### config.mk
export PLATFORM = sky130hd
export DESIGN_NAME = throttle_exponential_speed_ramp_flat
export DESIGN_NICKNAME = d
export VERILOG_FILES = /design/src/hdl/tesr_pkg.sv /design/src/hdl/tesr_if.sv /design/src/hdl/throttle_exponential_speed_ramp.sv /design/src/flat_wrapper.sv
export SDC_FILE = /design/constraint.sdc
export NUM_CORES = 2
export LEC_CHECK = 0
export ABC_AREA = 1
export BUFFER_PORTS_ARGS = -buffer_cell sky130_fd_sc_hd__buf_2
export CORE_MARGIN = 5
export CORE_UTILIZATION = 45
export DETAILED_ROUTE_END_ITERATION = 16
export HOLD_SLACK_MARGIN = 0.1
export PLACE_DENSITY_LB_ADDON = 0.12
export SLEW_MARGIN = 20
export SYNTH_ARGS = -nofsm -noshare
export SYNTH_HDL_FRONTEND = slang
export SYNTH_SLANG_ARGS = --single-unit
export TNS_END_PERCENT = 5
### constraint.sdc
create_clock -name clk -period 7.35 [get_ports clk]
set_input_delay 1.47 -clock clk [delete_from_list [all_inputs] [get_ports clk]]
set_output_delay 1.47 -clock clk [all_outputs]
set_load 0.05 [all_outputs]
### src/hdl/tesr_pkg.sv
package tesr_pkg;

	// speed is unsigned fixed point: WHOLE_W integer bits, FRAC_BITS fraction bits
	localparam int FRAC_BITS = 16;
	localparam int WHOLE_W   = 10;
	localparam int SPEED_W   = WHOLE_W + FRAC_BITS;

	// 100000 + 65535 fits in RATE_W bits
	localparam int RATE_W     = 18;
	localparam int CFG_RATE_W = 16;

	// product of speed and rate factor; quotient may grow by the factor (< 4)
	localparam int NUM_W = SPEED_W + RATE_W;
	localparam int QUO_W = SPEED_W + 2;
	localparam int CNT_W = $clog2(QUO_W);

	localparam int DUTY_W   = 8;
	localparam int ACTION_W = 2;
	localparam int ADDR_W   = 4;
	localparam int DATA_W   = 32;
	localparam int REG_IDX_W = 2;

	localparam logic [RATE_W-1:0]  RATE_SCALE  = RATE_W'(100000);
	localparam logic [DUTY_W-1:0]  DUTY_SCALE  = DUTY_W'(255);
	localparam logic [WHOLE_W-1:0] POWER_LEVEL = WHOLE_W'(50);

	localparam logic [CFG_RATE_W-1:0] ACCEL_RESET    = CFG_RATE_W'(1000);
	localparam logic [CFG_RATE_W-1:0] BRAKE_RESET    = CFG_RATE_W'(1000);
	localparam logic [WHOLE_W-1:0]    DEADBAND_RESET = WHOLE_W'(10);

	localparam logic [REG_IDX_W-1:0] REG_ACCEL    = REG_IDX_W'(0);
	localparam logic [REG_IDX_W-1:0] REG_BRAKE    = REG_IDX_W'(1);
	localparam logic [REG_IDX_W-1:0] REG_DEADBAND = REG_IDX_W'(2);

	// bit positions in ramp_action
	localparam int ACT_BRAKE = 0;
	localparam int ACT_ACCEL = 1;

endpackage

### src/hdl/tesr_if.sv
interface tesr_tick_if;
	logic                            valid;
	logic                            ready;
	logic [tesr_pkg::WHOLE_W-1:0]    throttle_sample;
	logic                            reverser_switch;

	modport source (output valid, output throttle_sample, output reverser_switch, input ready);
	modport sink (input valid, input throttle_sample, input reverser_switch, output ready);
endinterface

interface tesr_status_if;
	logic                            valid;
	logic                            ready;
	logic [tesr_pkg::DUTY_W-1:0]     motor_duty;
	logic                            drive_forward;
	logic                            track_powered;
	logic                            throttle_changed;
	logic [tesr_pkg::WHOLE_W-1:0]    target_speed;
	logic [tesr_pkg::WHOLE_W-1:0]    speed_whole;
	logic [tesr_pkg::ACTION_W-1:0]   ramp_action;

	modport source (output valid, output motor_duty, output drive_forward,
		output track_powered, output throttle_changed, output target_speed,
		output speed_whole, output ramp_action, input ready);
	modport sink (input valid, input motor_duty, input drive_forward,
		input track_powered, input throttle_changed, input target_speed,
		input speed_whole, input ramp_action, output ready);
endinterface

### src/hdl/throttle_exponential_speed_ramp.sv
// Soft-start speed ramp for a throttle-driven motor bridge.
// tick channel: one request per control tick carries the throttle sample and
// the reverser level. status channel: one request per tick carries PWM duty,
// direction, track-powered flag, throttle-changed flag, target, whole speed
// and which ramp steps ran.
// APB port: accel_rate at 0x0, brake_rate at 0x4, throttle_deadband at 0x8;
// write only while no tick is in flight.
// From tick accept the sequencer runs a brake check, a divider pass if
// braking, an accelerate check, and if accelerating a divider pass (or a
// load of 1.0 from zero speed) and a clamp to the target, then loads status.
// Each ramp step from a nonzero speed is one pass of a shared 28-step
// restoring divider fed by a single multiplier; the tick side is ready again
// the cycle after status is loaded.
// The status register holds its request until taken; a finished tick waits
// for it, but a new tick is accepted while a status request is pending.
// Reset: speed and target clear to zero, direction to forward, rates to 1000,
// deadband to 10, status channel empty.
module throttle_exponential_speed_ramp (
	input  logic                          clk,
	input  logic                          arst_n,
	tesr_tick_if.sink                     tick,
	tesr_status_if.source                 status,
	input  logic                          psel,
	input  logic                          penable,
	input  logic                          pwrite,
	input  logic [tesr_pkg::ADDR_W-1:0]   paddr,
	input  logic [tesr_pkg::DATA_W-1:0]   pwdata,
	output logic [tesr_pkg::DATA_W-1:0]   prdata,
	output logic                          pready
);

	localparam int WHOLE_W  = tesr_pkg::WHOLE_W;
	localparam int SPEED_W  = tesr_pkg::SPEED_W;
	localparam int RATE_W   = tesr_pkg::RATE_W;
	localparam int NUM_W    = tesr_pkg::NUM_W;
	localparam int QUO_W    = tesr_pkg::QUO_W;
	localparam int CNT_W    = tesr_pkg::CNT_W;
	localparam int DUTY_W   = tesr_pkg::DUTY_W;
	localparam int PROD_W   = WHOLE_W + DUTY_W;
	localparam int EST_W    = PROD_W + 1;

	typedef enum logic [2:0] {
		S_IDLE,
		S_BRAKE_CHK,
		S_DIV,
		S_ACCEL_CHK,
		S_CLAMP,
		S_OUT
	} state_t;

	// configuration
	logic [tesr_pkg::CFG_RATE_W-1:0] accel_q;
	logic [tesr_pkg::CFG_RATE_W-1:0] brake_q;
	logic [WHOLE_W-1:0]              deadband_q;
	logic [tesr_pkg::REG_IDX_W-1:0]  reg_idx;

	// ramp state and sequencer
	state_t                       state_q;
	logic [WHOLE_W-1:0]           target_q;
	logic [SPEED_W-1:0]           speed_q;
	logic                         dir_q;
	logic                         changed_q;
	logic [tesr_pkg::ACTION_W-1:0] action_q;
	logic                         accel_phase_q;

	// shared divider
	logic [RATE_W-1:0]            rem_q;
	logic [QUO_W-1:0]             lo_q;
	logic [RATE_W-1:0]            div_q;
	logic [CNT_W-1:0]             cnt_q;

	// status register
	logic                         out_valid_q;
	logic [DUTY_W-1:0]            out_duty_q;
	logic                         out_fwd_q;
	logic                         out_powered_q;
	logic                         out_changed_q;
	logic [WHOLE_W-1:0]           out_target_q;
	logic [WHOLE_W-1:0]           out_whole_q;
	logic [tesr_pkg::ACTION_W-1:0] out_action_q;

	logic [WHOLE_W-1:0]           whole;
	logic [WHOLE_W-1:0]           diff;
	logic [RATE_W-1:0]            mul_op;
	logic [NUM_W-1:0]             prod;
	logic [RATE_W:0]              trial;
	logic                         ge;
	logic [RATE_W-1:0]            rem_next;
	logic [SPEED_W-1:0]           limit;
	logic [PROD_W-1:0]            duty_prod;
	logic [EST_W-1:0]             duty_sum;
	logic [DUTY_W:0]              duty_est;
	logic [PROD_W-1:0]            duty_rem;
	logic [DUTY_W-1:0]            duty;

	assign reg_idx = paddr[tesr_pkg::ADDR_W-1:2];
	assign pready  = 1'b1;

	always_ff @(posedge clk or negedge arst_n) begin
		if (!arst_n) begin
			accel_q    <= tesr_pkg::ACCEL_RESET;
			brake_q    <= tesr_pkg::BRAKE_RESET;
			deadband_q <= tesr_pkg::DEADBAND_RESET;
		end else if (psel && penable && pwrite) begin
			unique case (reg_idx)
				tesr_pkg::REG_ACCEL:    accel_q    <= pwdata[tesr_pkg::CFG_RATE_W-1:0];
				tesr_pkg::REG_BRAKE:    brake_q    <= pwdata[tesr_pkg::CFG_RATE_W-1:0];
				tesr_pkg::REG_DEADBAND: deadband_q <= pwdata[WHOLE_W-1:0];
				default: ;
			endcase
		end
	end

	always_comb begin
		unique case (reg_idx)
			tesr_pkg::REG_ACCEL:    prdata = tesr_pkg::DATA_W'(accel_q);
			tesr_pkg::REG_BRAKE:    prdata = tesr_pkg::DATA_W'(brake_q);
			tesr_pkg::REG_DEADBAND: prdata = tesr_pkg::DATA_W'(deadband_q);
			default:                prdata = '0;
		endcase
	end

	assign whole = speed_q[SPEED_W-1 -: WHOLE_W];
	assign limit = {target_q, {tesr_pkg::FRAC_BITS{1'b0}}};

	always_comb begin
		if (tick.throttle_sample > target_q)
			diff = tick.throttle_sample - target_q;
		else
			diff = target_q - tick.throttle_sample;
	end

	// braking: speed * 100000 / (100000 + brake)
	// accelerating: speed * (100000 + accel) / 100000
	assign mul_op = (state_q == S_BRAKE_CHK) ? tesr_pkg::RATE_SCALE
		: tesr_pkg::RATE_SCALE + RATE_W'(accel_q);
	assign prod = NUM_W'(speed_q) * NUM_W'(mul_op);

	assign trial    = {rem_q, lo_q[QUO_W-1]};
	assign ge       = trial >= {1'b0, div_q};
	assign rem_next = ge ? RATE_W'(trial - {1'b0, div_q}) : RATE_W'(trial);

	// duty = whole * 255 / 1023; estimate x*1025/2^20 is low by at most one
	always_comb begin
		duty_prod = PROD_W'(whole) * PROD_W'(tesr_pkg::DUTY_SCALE);
		duty_sum  = EST_W'(duty_prod) + EST_W'(duty_prod >> WHOLE_W);
		duty_est  = (DUTY_W + 1)'(duty_sum >> WHOLE_W);
		duty_rem  = duty_prod - ((PROD_W'(duty_est) << WHOLE_W) - PROD_W'(duty_est));
		if (duty_rem >= PROD_W'({WHOLE_W{1'b1}}))
			duty = DUTY_W'(duty_est + 1'b1);
		else
			duty = DUTY_W'(duty_est);
	end

	always_ff @(posedge clk or negedge arst_n) begin
		if (!arst_n) begin
			state_q       <= S_IDLE;
			target_q      <= '0;
			speed_q       <= '0;
			dir_q         <= 1'b1;
			changed_q     <= 1'b0;
			action_q      <= '0;
			accel_phase_q <= 1'b0;
			rem_q         <= '0;
			lo_q          <= '0;
			div_q         <= '0;
			cnt_q         <= '0;
			out_valid_q   <= 1'b0;
			out_duty_q    <= '0;
			out_fwd_q     <= 1'b0;
			out_powered_q <= 1'b0;
			out_changed_q <= 1'b0;
			out_target_q  <= '0;
			out_whole_q   <= '0;
			out_action_q  <= '0;
		end else begin
			if (out_valid_q && status.ready && state_q != S_OUT)
				out_valid_q <= 1'b0;
			unique case (state_q)
				S_IDLE: begin
					if (tick.valid) begin
						if (diff > deadband_q) begin
							target_q  <= tick.throttle_sample;
							changed_q <= 1'b1;
						end else begin
							changed_q <= 1'b0;
						end
						dir_q    <= tick.reverser_switch;
						action_q <= '0;
						state_q  <= S_BRAKE_CHK;
					end
				end
				S_BRAKE_CHK: begin
					if (target_q < whole) begin
						rem_q                <= RATE_W'(prod[NUM_W-1:QUO_W]);
						lo_q                 <= prod[QUO_W-1:0];
						div_q                <= tesr_pkg::RATE_SCALE + RATE_W'(brake_q);
						accel_phase_q        <= 1'b0;
						cnt_q                <= '0;
						action_q[tesr_pkg::ACT_BRAKE] <= 1'b1;
						state_q              <= S_DIV;
					end else begin
						state_q <= S_ACCEL_CHK;
					end
				end
				S_DIV: begin
					rem_q <= rem_next;
					lo_q  <= {lo_q[QUO_W-2:0], ge};
					cnt_q <= cnt_q + 1'b1;
					if (cnt_q == CNT_W'(QUO_W - 1)) begin
						if (accel_phase_q) begin
							state_q <= S_CLAMP;
						end else begin
							// braked quotient never exceeds the old speed
							speed_q <= {lo_q[SPEED_W-2:0], ge};
							state_q <= S_ACCEL_CHK;
						end
					end
				end
				S_ACCEL_CHK: begin
					if (target_q > whole) begin
						action_q[tesr_pkg::ACT_ACCEL] <= 1'b1;
						if (speed_q == '0) begin
							lo_q    <= QUO_W'(1) << tesr_pkg::FRAC_BITS;
							state_q <= S_CLAMP;
						end else begin
							rem_q         <= RATE_W'(prod[NUM_W-1:QUO_W]);
							lo_q          <= prod[QUO_W-1:0];
							div_q         <= tesr_pkg::RATE_SCALE;
							accel_phase_q <= 1'b1;
							cnt_q         <= '0;
							state_q       <= S_DIV;
						end
					end else begin
						state_q <= S_OUT;
					end
				end
				S_CLAMP: begin
					if (lo_q > QUO_W'(limit))
						speed_q <= limit;
					else
						speed_q <= lo_q[SPEED_W-1:0];
					state_q <= S_OUT;
				end
				S_OUT: begin
					if (!out_valid_q || status.ready) begin
						out_valid_q   <= 1'b1;
						out_duty_q    <= duty;
						out_fwd_q     <= dir_q;
						out_powered_q <= whole > tesr_pkg::POWER_LEVEL;
						out_changed_q <= changed_q;
						out_target_q  <= target_q;
						out_whole_q   <= whole;
						out_action_q  <= action_q;
						state_q       <= S_IDLE;
					end
				end
				default: state_q <= S_IDLE;
			endcase
		end
	end

	assign tick.ready = (state_q == S_IDLE);

	assign status.valid            = out_valid_q;
	assign status.motor_duty       = out_duty_q;
	assign status.drive_forward    = out_fwd_q;
	assign status.track_powered    = out_powered_q;
	assign status.throttle_changed = out_changed_q;
	assign status.target_speed     = out_target_q;
	assign status.speed_whole      = out_whole_q;
	assign status.ramp_action      = out_action_q;

endmodule

### src/flat_wrapper.sv
// flat-port wrapper written by rule: the top's interface ports become plain ports
module throttle_exponential_speed_ramp_flat 
  (clk, arst_n, psel, penable, pwrite, paddr, pwdata, prdata, pready, tick_valid, tick_throttle_sample, tick_reverser_switch, tick_ready, status_valid, status_motor_duty, status_drive_forward, status_track_powered, status_throttle_changed, status_target_speed, status_speed_whole, status_ramp_action, status_ready);
  tesr_tick_if tick_i ();
  tesr_status_if status_i ();
  input  logic clk;
  input  logic arst_n;
  input  logic psel;
  input  logic penable;
  input  logic pwrite;
  input  logic [tesr_pkg::ADDR_W-1:0] paddr;
  input  logic [tesr_pkg::DATA_W-1:0] pwdata;
  output logic [tesr_pkg::DATA_W-1:0] prdata;
  output logic pready;
  input wire logic [$bits(tick_i.valid)-1:0] tick_valid;
  input wire logic [$bits(tick_i.throttle_sample)-1:0] tick_throttle_sample;
  input wire logic [$bits(tick_i.reverser_switch)-1:0] tick_reverser_switch;
  output wire logic [$bits(tick_i.ready)-1:0] tick_ready;
  output wire logic [$bits(status_i.valid)-1:0] status_valid;
  output wire logic [$bits(status_i.motor_duty)-1:0] status_motor_duty;
  output wire logic [$bits(status_i.drive_forward)-1:0] status_drive_forward;
  output wire logic [$bits(status_i.track_powered)-1:0] status_track_powered;
  output wire logic [$bits(status_i.throttle_changed)-1:0] status_throttle_changed;
  output wire logic [$bits(status_i.target_speed)-1:0] status_target_speed;
  output wire logic [$bits(status_i.speed_whole)-1:0] status_speed_whole;
  output wire logic [$bits(status_i.ramp_action)-1:0] status_ramp_action;
  input wire logic [$bits(status_i.ready)-1:0] status_ready;
  assign tick_i.valid = tick_valid;
  assign tick_i.throttle_sample = tick_throttle_sample;
  assign tick_i.reverser_switch = tick_reverser_switch;
  assign tick_ready = tick_i.ready;
  assign status_valid = status_i.valid;
  assign status_motor_duty = status_i.motor_duty;
  assign status_drive_forward = status_i.drive_forward;
  assign status_track_powered = status_i.track_powered;
  assign status_throttle_changed = status_i.throttle_changed;
  assign status_target_speed = status_i.target_speed;
  assign status_speed_whole = status_i.speed_whole;
  assign status_ramp_action = status_i.ramp_action;
  assign status_i.ready = status_ready;
  throttle_exponential_speed_ramp u_core (.clk(clk), .arst_n(arst_n), .tick(tick_i), .status(status_i), .psel(psel), .penable(penable), .pwrite(pwrite), .paddr(paddr), .pwdata(pwdata), .prdata(prdata), .pready(pready));
endmodule
==> impl_metrics.yaml <==
place:
  gp_congestion: 0.952
  dp_hpwl_um: 79500
  port_buffers: 86
logic_synthesis:
  synthCells: 3971
  synth_seq_area_share_pct: 15.5
  yosysMostFrequentCell: "nand2_1"
  synth-edff-count: 0
  ys_seq_elements: 189
  synth_common_cells: "885 x nand2_1, 844 x inv_1, 427 x fa_1, 289 x nor2_1, 273 x ha_1"
  syn_area_mm2: 0.0305
  synth_top_area_share_pct: 28.0
  synth_flop_cell: "dfrtp_1"
  yosys-top-cells-area: "fa_1 28%, dfrtp_1 14%, ha_1 11%, nand2_1 11%, inv_1 10%"
  synthArstFlopShare_pct: 100
  synth_cell_types: 68
  ys_warn_count: 0
  syn_avg_cell_area_um2: 7.69
  yosys.area.top_type: "fa_1"
finish:
  drive_above_1_share_pct: 18.2
  final_nets: 5060
  multi_input_area_mm2: 0.0230
  syn_to_final_growth_pct: 18.0
  register_area_mm2: 0.00475
  fillers: 6624
  diodes: 0
clock_tree:
  numCtsBuffers: 17
  ctsHoldBuffers: 0
  clk_pin_slew_ps: 70
  max-clock-path-buffers: 2
  clock_sinks: 189
  h-tree-depth: 4
  cts_tree: "built"
  root_buffer: "clkbuf_16"
  clock_latency_ps: 500
sta:
  setup_ws_ps: -104
  fin_skew_ps: 15.7
  timing.final.crit_share_pct: 101
  final-setup-viol-count: 8
  relSlewSlack_pct: 30.1
  grt_setup_unrepaired: "true"
  worstMarginPinSlew_ps: 1050
  tns_ps: -643
  hold_viol: 0
  fin_crit_ps: 7450
  clock.fmax_mhz: 134
  slew_viol_final: 0
grt:
  grt_pass1_vias: 27100
  grt_max_degree: 81
  grt_overflow: 0
  grt_pass1_wl_um: 154000
  grt.total_usage_pct: 26.7
  antenna_found_initial: 1
critical_path:
  r2r-start: "u_core.speed_q[20]"
  slowest_stage: "fa_1"
  cp.arrival_ps: 7840
  critPathTopFamily: "adder cells"
  worstRegToRegCells: 48
  cp_max_fo: 8
  reg2reg_to: "u_core.status.motor_duty[6]"
  max_stage_delay_ps: 550
  critPathLaunchType: "flop"
  ff2ff_setup_slack_ps: -100
  crit_type: "flop to flop"
  cpMostUsedCell: "nand2_1"
  critPathRequiredTime_ps: 7730
  cp-end-kind: "flop"
  crit_buf_inv: 13
floorplan:
  fp.dieH_um: 271
  io_pins: 122
  num_rows: 95
  die_w_um: 271
  coreArea_mm2: 0.0673
  design.die.area_mm2: 0.0732
  start_util_pct: 45.4
run:
  timing.max_cap.violations: 0
detailed_routing:
  m1WireLength_um: 42900
  route.detailed.drc: 0
  via_per_inst: 5.14
  wirelength_um: 96600
  first_pass_iters: 7
  drt_iter0_drc: 1941
  routedWlPerCell_um: 18.6
  wl_met2_um: 44900
  highest_layer: "met4"
  antenna_left: 0
  vias: 26700
  wl_met3_um: 5490
outcome:
  status: "complete, but fails checks"
  violations: "setup timing"
worst_hold_path:
  worstHoldEndpoint: "u_core.status.target_speed[1]"
  hp-start: "u_core.status.target_speed[1]"
  min_path_cells: 2
  hold_path.class: "flop to flop"
## per-layer routing
metal | GRT usage, % | up-vias
li1 | - | 12900
met1 | 37.2 | 13000
met2 | 43.8 | 727
met3 | 3.49 | 141
met4 | 8.15 | 0
met5 | 0 | -
## stage by stage
stage                     hold slack (ps)  area (µm²)  setup slack, ps  util, %  instances
final                                 482       36100             -104     53.6       5192
after global routing                  507       36100             -446     53.6       5192
after CTS                             486       35400            0.206     52.6       5178
after detailed placement              468       34100             -547     50.7       5119
after global placement                463       34100             -477     50.7       5119
after floorplan                       453       30600             7.12        -       3986
## placed cells by master, fill, tap and decap left out, types with 40 or more instances in the layout
| cell type | instances |
|---|---|
| nand2_1 | 834 |
| inv_1 | 821 |
| fa_1 | 413 |
| buf_4 | 338 |
| nor2_1 | 269 |
| ha_1 | 232 |
| o21ai_0 | 187 |
| dfrtp_1 | 170 |
| a21oi_1 | 152 |
| nand3_1 | 122 |
| buf_2 | 85 |
| nand2_2 | 53 |
| nand4_1 | 44 |
| xor2_1 | 41 |
| inv_2 | 40 |
## registers in the layout, indices dropped and copies added (netlist names), 5 cells and up
name,cells
u_core.div_q,18
u_core.brake_q,16
u_core.accel_q,16
u_core.target_q,10
u_core.lo_q,28
u_core.rem_q,18
u_core.cnt_q,5
u_core.status.speed_whole,10
u_core.status.motor_duty,8
u_core.speed_q,26
u_core.deadband_q,10
u_core.status.target_speed,10
## logic make-up after synthesis
logic type / count (synthesis) / share of synthesized area [%]
AND/OR/NAND/NOR: 1458 / 20.4
buffers and inverters: 1019 / 12.8
adder cells (fa/ha/maj): 700 / 39.2
AO/OA/AOI/OAI: 533 / 9.98
flip-flops: 189 / 15.5
XOR/XNOR: 66 / 1.89
multiplexers: 4 / 0.139
other: 2 / 0.0246
## worst register-to-register path: cells and delay by family (launching register included)
| kind | cells | cell delay (ps) |
|---|---|---|
| simple gates | 24 | 2200 |
| buf+inv | 13 | 1070 |
| fa+ha+maj | 8 | 3210 |
| xor+xnor | 1 | 160 |
| flops | 1 | 400 |
| compound gates | 2 | 290 |
## worst max path at each step
stage | start | endpoint | slack [ps] | depth (start not counted)
floorplan | u_core.speed_q[25] | u_core.status.motor_duty[3] | 7 | 52
global placement | u_core.speed_q[21] | u_core.status.motor_duty[0] | -480 | 48
detailed placement | u_core.speed_q[21] | u_core.status.motor_duty[0] | -550 | 45
CTS | u_core.accel_q[6] | u_core.rem_q[10] | 0.2 | 31
global route | u_core.speed_q[20] | u_core.status.motor_duty[6] | -450 | 53
finish | u_core.speed_q[20] | u_core.status.motor_duty[6] | -100 | 48
## what timing repair did
item / CTS / global route
pin swaps: 75 / 89
gates resized for setup: 107 / 141
endpoints found under the setup margin: 11 / 33
buffers inserted: 27 / 15
## area by class of cell
| class | instances | share of cell area, % |
|---|---|---|
| clock buffers | 20 | 1.24 |
| clock inverters | 12 | 0.288 |
| inverters | 876 | 9.22 |
| multi-input cells | 2778 | 63.8 |
| flip-flops and latches | 189 | 13.2 |
| well taps | 873 | 3.03 |
| repair buffers | 444 | 9.20 |
Power is left out: the tool's default activity adds up to more than one toggle a clock period on the data nets, which glitch-free logic cannot reach.
